===== config.mk =====
export PLATFORM = sky130hd
export DESIGN_NAME = pgtp_divider
export DESIGN_NICKNAME = d
export VERILOG_FILES = /design/src/pgtp_divider.sv
export SDC_FILE = /design/constraint.sdc
export NUM_CORES = 1
export LEC_CHECK = 0
export BUFFER_PORTS_ARGS = -buffer_cell sky130_fd_sc_hd__buf_2
export CORE_MARGIN = 8
export CORE_UTILIZATION = 40
export DETAILED_ROUTE_END_ITERATION = 7
export GPL_TIMING_DRIVEN = 1
export PLACE_DENSITY = 0.62
export SETUP_SLACK_MARGIN = 0.05
export SLEW_MARGIN = 15
export SYNTH_ARGS = -nofsm -noshare
export SYNTH_HDL_FRONTEND = slang
export SYNTH_SLANG_ARGS = --single-unit
export TNS_END_PERCENT = 20

===== constraint.sdc =====
create_clock -name clk -period 4.13 [get_ports clk]
set_clock_uncertainty 0.05 [all_clocks]
set_input_delay 0.826 -clock clk [delete_from_list [all_inputs] [get_ports clk]]
set_output_delay 0.826 -clock clk [all_outputs]
set_load 0.1 [all_outputs]

===== src/pgtp_divider.sv =====
// ----------------------------------------------------------------------------
// pgtp_divider
// Restoring divider, one quotient bit per cycle.
// ----------------------------------------------------------------------------
module pgtp_divider #(
  parameter int W = 13
) (
  input  logic         clk,
  input  logic         rst_n,
  input  logic         start,
  input  logic [W-1:0] dividend,
  input  logic [W-1:0] divisor,
  output logic         done,
  output logic [W-1:0] quotient,
  output logic [W-1:0] remainder
);

  localparam int CNTW = $clog2(W);

  logic            busy_r;
  logic            done_r;
  logic [CNTW-1:0] cnt_r;
  logic [W-1:0]    quo_r;
  logic [W-1:0]    rem_r;
  logic [W-1:0]    div_r;

  logic [W:0]      shifted;
  logic [W:0]      diff;
  logic            q_bit;

  always_comb begin
    shifted = {rem_r, quo_r[W-1]};
    diff    = shifted - {1'b0, div_r};
    q_bit   = (shifted >= {1'b0, div_r});
  end

  always_ff @(posedge clk) begin
    if (!rst_n) begin
      busy_r <= 1'b0;
      done_r <= 1'b0;
      cnt_r  <= '0;
    end else begin
      done_r <= 1'b0;
      if (start) begin
        busy_r <= 1'b1;
        cnt_r  <= '0;
      end else if (busy_r) begin
        cnt_r <= cnt_r + 1'b1;
        if (cnt_r == CNTW'(W - 1)) begin
          busy_r <= 1'b0;
          done_r <= 1'b1;
        end
      end
    end
  end

  always_ff @(posedge clk) begin
    if (start) begin
      quo_r <= dividend;
      rem_r <= '0;
      div_r <= divisor;
    end else if (busy_r) begin
      quo_r <= {quo_r[W-2:0], q_bit};
      rem_r <= q_bit ? diff[W-1:0] : shifted[W-1:0];
    end
  end

  assign done      = done_r;
  assign quotient  = quo_r;
  assign remainder = rem_r;

endmodule


After elaboration in Yosys (flattened, before gate mapping)
Index checks and enable logic that the tools add are counted.
{"block": "totals", "register_bits": 45, "latchBits": 0, "ramBits": 0, "rom_bits": 0, "input_bits": 29, "output_inout_bits": 27, "wordCells": 22, "memories": 0}
{"block": "op_classes", "n_addsub": 2, "mul": 0, "div_mod_pow": 0, "order_cmp": 1, "n_eq_ne": 1, "n_shift": 0, "n_mux": 7, "n_bitwise": 2, "n_reduce_logical": 3}
{"cell": "2-to-1 mux 13 bit", "n": 3}
{"cell": ">= comparator 14 x 13 -> 1 bit", "n": 1}
{"cell": "subtractor 13 bit", "n": 1}
{"cell": "adder 4 x 1 -> 4 bit, second input constant", "n": 1}
{"cell": "== test 4 bit, second input constant", "n": 1}
{"cell": "2-to-1 mux 1 bit", "n": 4}
{"cell": "OR reduction 3 bit", "n": 1}
{"cell": "inverter 1 bit", "n": 2}
{"cell": "nonzero test 2 bit", "n": 1}
{"cell": "OR reduction 2 bit", "n": 1}

Longest topological paths before layout
{"block": "logic_depth", "depth_word": 4, "depth_mapped": 11, "ltp_nobuf": 10}

Worst setup path before layout
Ideal clock, no wire load.
{"block": "synth_path", "kind": "register to register", "start": "register quo_r[12], in the netlist quotient[12]", "end": "register quo_r[0], in the netlist quotient[0] (data pin)", "setup_ps": 260, "arrival_time_ps": 2729, "required_time_ps": 3820, "path_slack_ps": 1092, "path_stages_with_launch": 11, "n_path_buf": 1, "period_less_slack_ps": 3038, "cell_sequence": "edfxtp_1 -> inv_1 -> ha_1 -> inv_1 -> fa_1 -> a21o_1 -> a221oi_2 -> a211o_1 -> nand2_2 -> buf_4 -> mux2_2"}
{"block": "synth_between", "elab_chain_len": 3}
{"item": "start, declared", "line": "23", "text": "logic [W-1:0] quo_r;"}
{"item": "start signal, assigned", "line": "59", "text": "quo_r <= dividend;"}
{"item": "start signal, assigned", "line": "63", "text": "quo_r <= {quo_r[W-2:0], q_bit};"}
{"item": ">= comparator 14 x 13 -> 1 bit", "line": "34", "text": "q_bit = (shifted >= {1'b0, div_r});"}
{"item": "2-to-1 mux 13 bit", "line": "62", "text": "end else if (busy_r) begin"}
{"item": "2-to-1 mux 13 bit", "line": "58", "text": "if (start) begin"}
No other way between the ends. The select of a mux whose other input is x is not followed.
A chain may end at the register's enable or synchronous reset.

Worst setup path in the final report
Ends and elaborated chain as after synthesis.

==> results.yml <==
detailed_routing:
  dr.pass1.iters: 4
  drtAntennaViolNets: 0
  remaining_drc_errors: 0
  route.vias.total: 1855
  drt_iter0_markers: 86
  wl_per_cell_um: 14.5
  via_per_inst: 5.05
  drt-total-wl_mm: 5.33
logic_synthesis:
  ys_ff_latch: 45
  synth_cells: 235
  synth.top_cell.area_share_pct: 31.2
  syn_area_per_cell_um2: 10.6
  syn_nets: 280
  synth-seq-area-share_pct: 46.4
  async_flop_share_pct: 0
  synth_edf_count: 26
  yosysTopAreaCell: "edfxtp_1"
  synth_area_leaders: "edfxtp_1 (31%), dfxtp_1 (15%), ha_1 (7.5%)"
  yosys_warnings: 0
  netlist_area_mm2: 0.00250
  synthFlopType: "edfxtp_1"
  ys_types: 43
critical_path:
  path_max_fanout: 14
  cp.required_ps: 4150
  end_kind: "flop"
  crit_type: "flop to flop"
  worstSetupStartpointType: "flop"
  crit_arrival_ps: 2650
floorplan:
  io_pins: 56
  die_w_um: 95.1
  die-area_mm2: 0.00904
  core_mm2: 0.00620
  start_util_pct: 40.3
  fp.dieH_um: 95.1
  rows: 29
grt:
  grt_overflow: 0
  grt_first_pass_wirelength_mm: 8.69
  grt_pass1_vias: 1813
  antenna_found_initial: 0
  grt_max_degree: 31
  gr-usage-all-layers_pct: 12.2
timing:
  fmax_mhz: 381
  tightest_slew_ps: 556
  hold_slack_ps: 477
  worst_slack_ps: 1500
  hold_violations: 0
  fin_crit_sh_pct: 63.6
  report.final.setup_viol: 0
  setup_tns_ps: 0
  drv_slew: 0
  fin_crit_ps: 2630
  rsz0062_at_grt: "no"
  slew_headroom_pct: 62.8
finish:
  syn2layout_area_growth_pct: 17.3
  num-nets-final: 334
  drive_gt1_share_pct: 31.7
  antenna-diode-count: 0
  final_cells: 367
power_and_ir_drop:
  leakagePower_nw: 1.26
  p_per_area_mw_per_mm2: 448
  peakVddDrop_mv: 0.199
cts:
  root_buffer: "clkbuf_8"
  holdBufCountCts: 0
  cts_max_level: 2
  postCtsSetupBuffers: 0
  numCtsBuffers: 5
  cts_num_sinks: 45
  cts_tree: "built"
  clk_latency_ps: 310
  clock_path_buffers: 2
  cts_resized: 0
  clk_pin_slew_ps: 100
min_path:
  hp-class: "flop to flop"
place:
  hpwl_mm: 4.11
  dp_slack_ps: 1500
  gp_congestion: 0.826
  port_buffers: 55
  place_inst: 359
flow_run:
  cap_violations: 0
status:
  outcome: "finished, final reports clean"
==> kinds of logic after synthesis <==
group,count (synthesis),synth area share [%]
buffers and inverters,29,4.80
XOR/XNOR,10,3.50
flip-flops,45,46.4
AND/OR/NAND/NOR,71,13.2
adder cells (fa/ha/maj),16,8.30
AO/OA/AOI/OAI,48,16.7
multiplexers,16,7.05
==> cell usage in the layout (no fill, tap or decap), drive strengths merged, types with 4 or more instances in the layout <==
cell type,n
nor2b,4
dfxtp,19
o21ai,4
edfxtp,26
a311oi,12
inv,20
xor2,6
nand3,5
a21o,4
a21oi,9
buf,57
nor2,18
xnor2,4
nand2,30
mux2,13
clkbuf,5
ha,15
==> worst paths after layout <==
path,startpoint,to,slack [ps],depth (start not counted)
worst max register to register,quotient[12],quotient[0],1500,9
worst min register to register,cnt_r[2],done,480,2
worst max-delay path,quotient[12],quotient[0],1500,9
worst min-delay path,cnt_r[2],done,480,2
==> power by group <==
| group | total [mW] | switching, mW | internal [mW] | leakage (nW) |
|---|---|---|---|---|
| sequential | 0.545 | 0.0277 | 0.517 | 0.414 |
| clock | 0.287 | 0.164 | 0.122 | 0.0447 |
| combinational | 0.482 | 0.352 | 0.130 | 0.800 |
| total | 1.31 | 0.544 | 0.770 | 1.26 |
==> synth_stat cells, types with 2 or more instances <==
| cell | count |
|---|---|
| a311oi_1 | 2 |
| a311oi_2 | 10 |
| nand3_1 | 5 |
| nand2_1 | 29 |
| xnor2_1 | 4 |
| dfxtp_1 | 19 |
| a21o_1 | 4 |
| o211ai_1 | 2 |
| mux2i_1 | 3 |
| o31ai_1 | 3 |
| nor2b_1 | 4 |
| o21a_1 | 3 |
| a211o_1 | 2 |
| xor2_1 | 6 |
| nand4_1 | 3 |
| o21ai_0 | 4 |
| inv_1 | 19 |
| nand2b_1 | 3 |
| mux2_2 | 13 |
| ha_1 | 15 |
| edfxtp_1 | 26 |
| a211oi_1 | 2 |
| a31oi_1 | 2 |
| clkbuf_1 | 8 |
| a21oi_1 | 9 |
| nor2_1 | 18 |
==> stage by stage <==
step | cell area (µm²) | utilization [%] | total power [mW]
after floorplan | 2500 | - | 0.954
after global placement | 2840 | 45.8 | 1.04
after detailed placement | 2840 | 45.8 | 1.04
after CTS | 2930 | 47.3 | 1.33
after global routing | 2930 | 47.3 | 1.38
final | 2930 | 47.3 | 1.31
==> worst max-delay path, cell delays in order, from the launching register on <==
cell and delay, ps:
edfxtp_1 410, inv_1 80, ha_1 160, inv_1 50, fa_1 380, a21o_1 220
a221oi_2 340, a211o_1 210, nand2_2 170, mux2_2 310
==> metal layers <==
metal  wire, µm  vias up  GRT usage [%]
met5          0        -              0
met3        208        4           3.15
met4         55        0           4.29
li1           -      954              -
met1       2450      867           15.6
met2       2610       30           19.5
==> flip-flops by register name, indices dropped and copies added (netlist names) <==
register   count
done           1
div_r         13
cnt_r          4
quotient      13
remainder     13
busy_r         1
==> layout make-up <==
type	count	area [µm²]
Multi-Input combinational cell	161	1220
Inverter	19	71.3
Fill cell	600	3270
Timing Repair Buffer	57	290
Tap cell	77	96.3
Clock buffer	5	68.8
Clock inverter	3	25.0
Sequential cell	45	1160
Power figures use the tool's default switching activity.
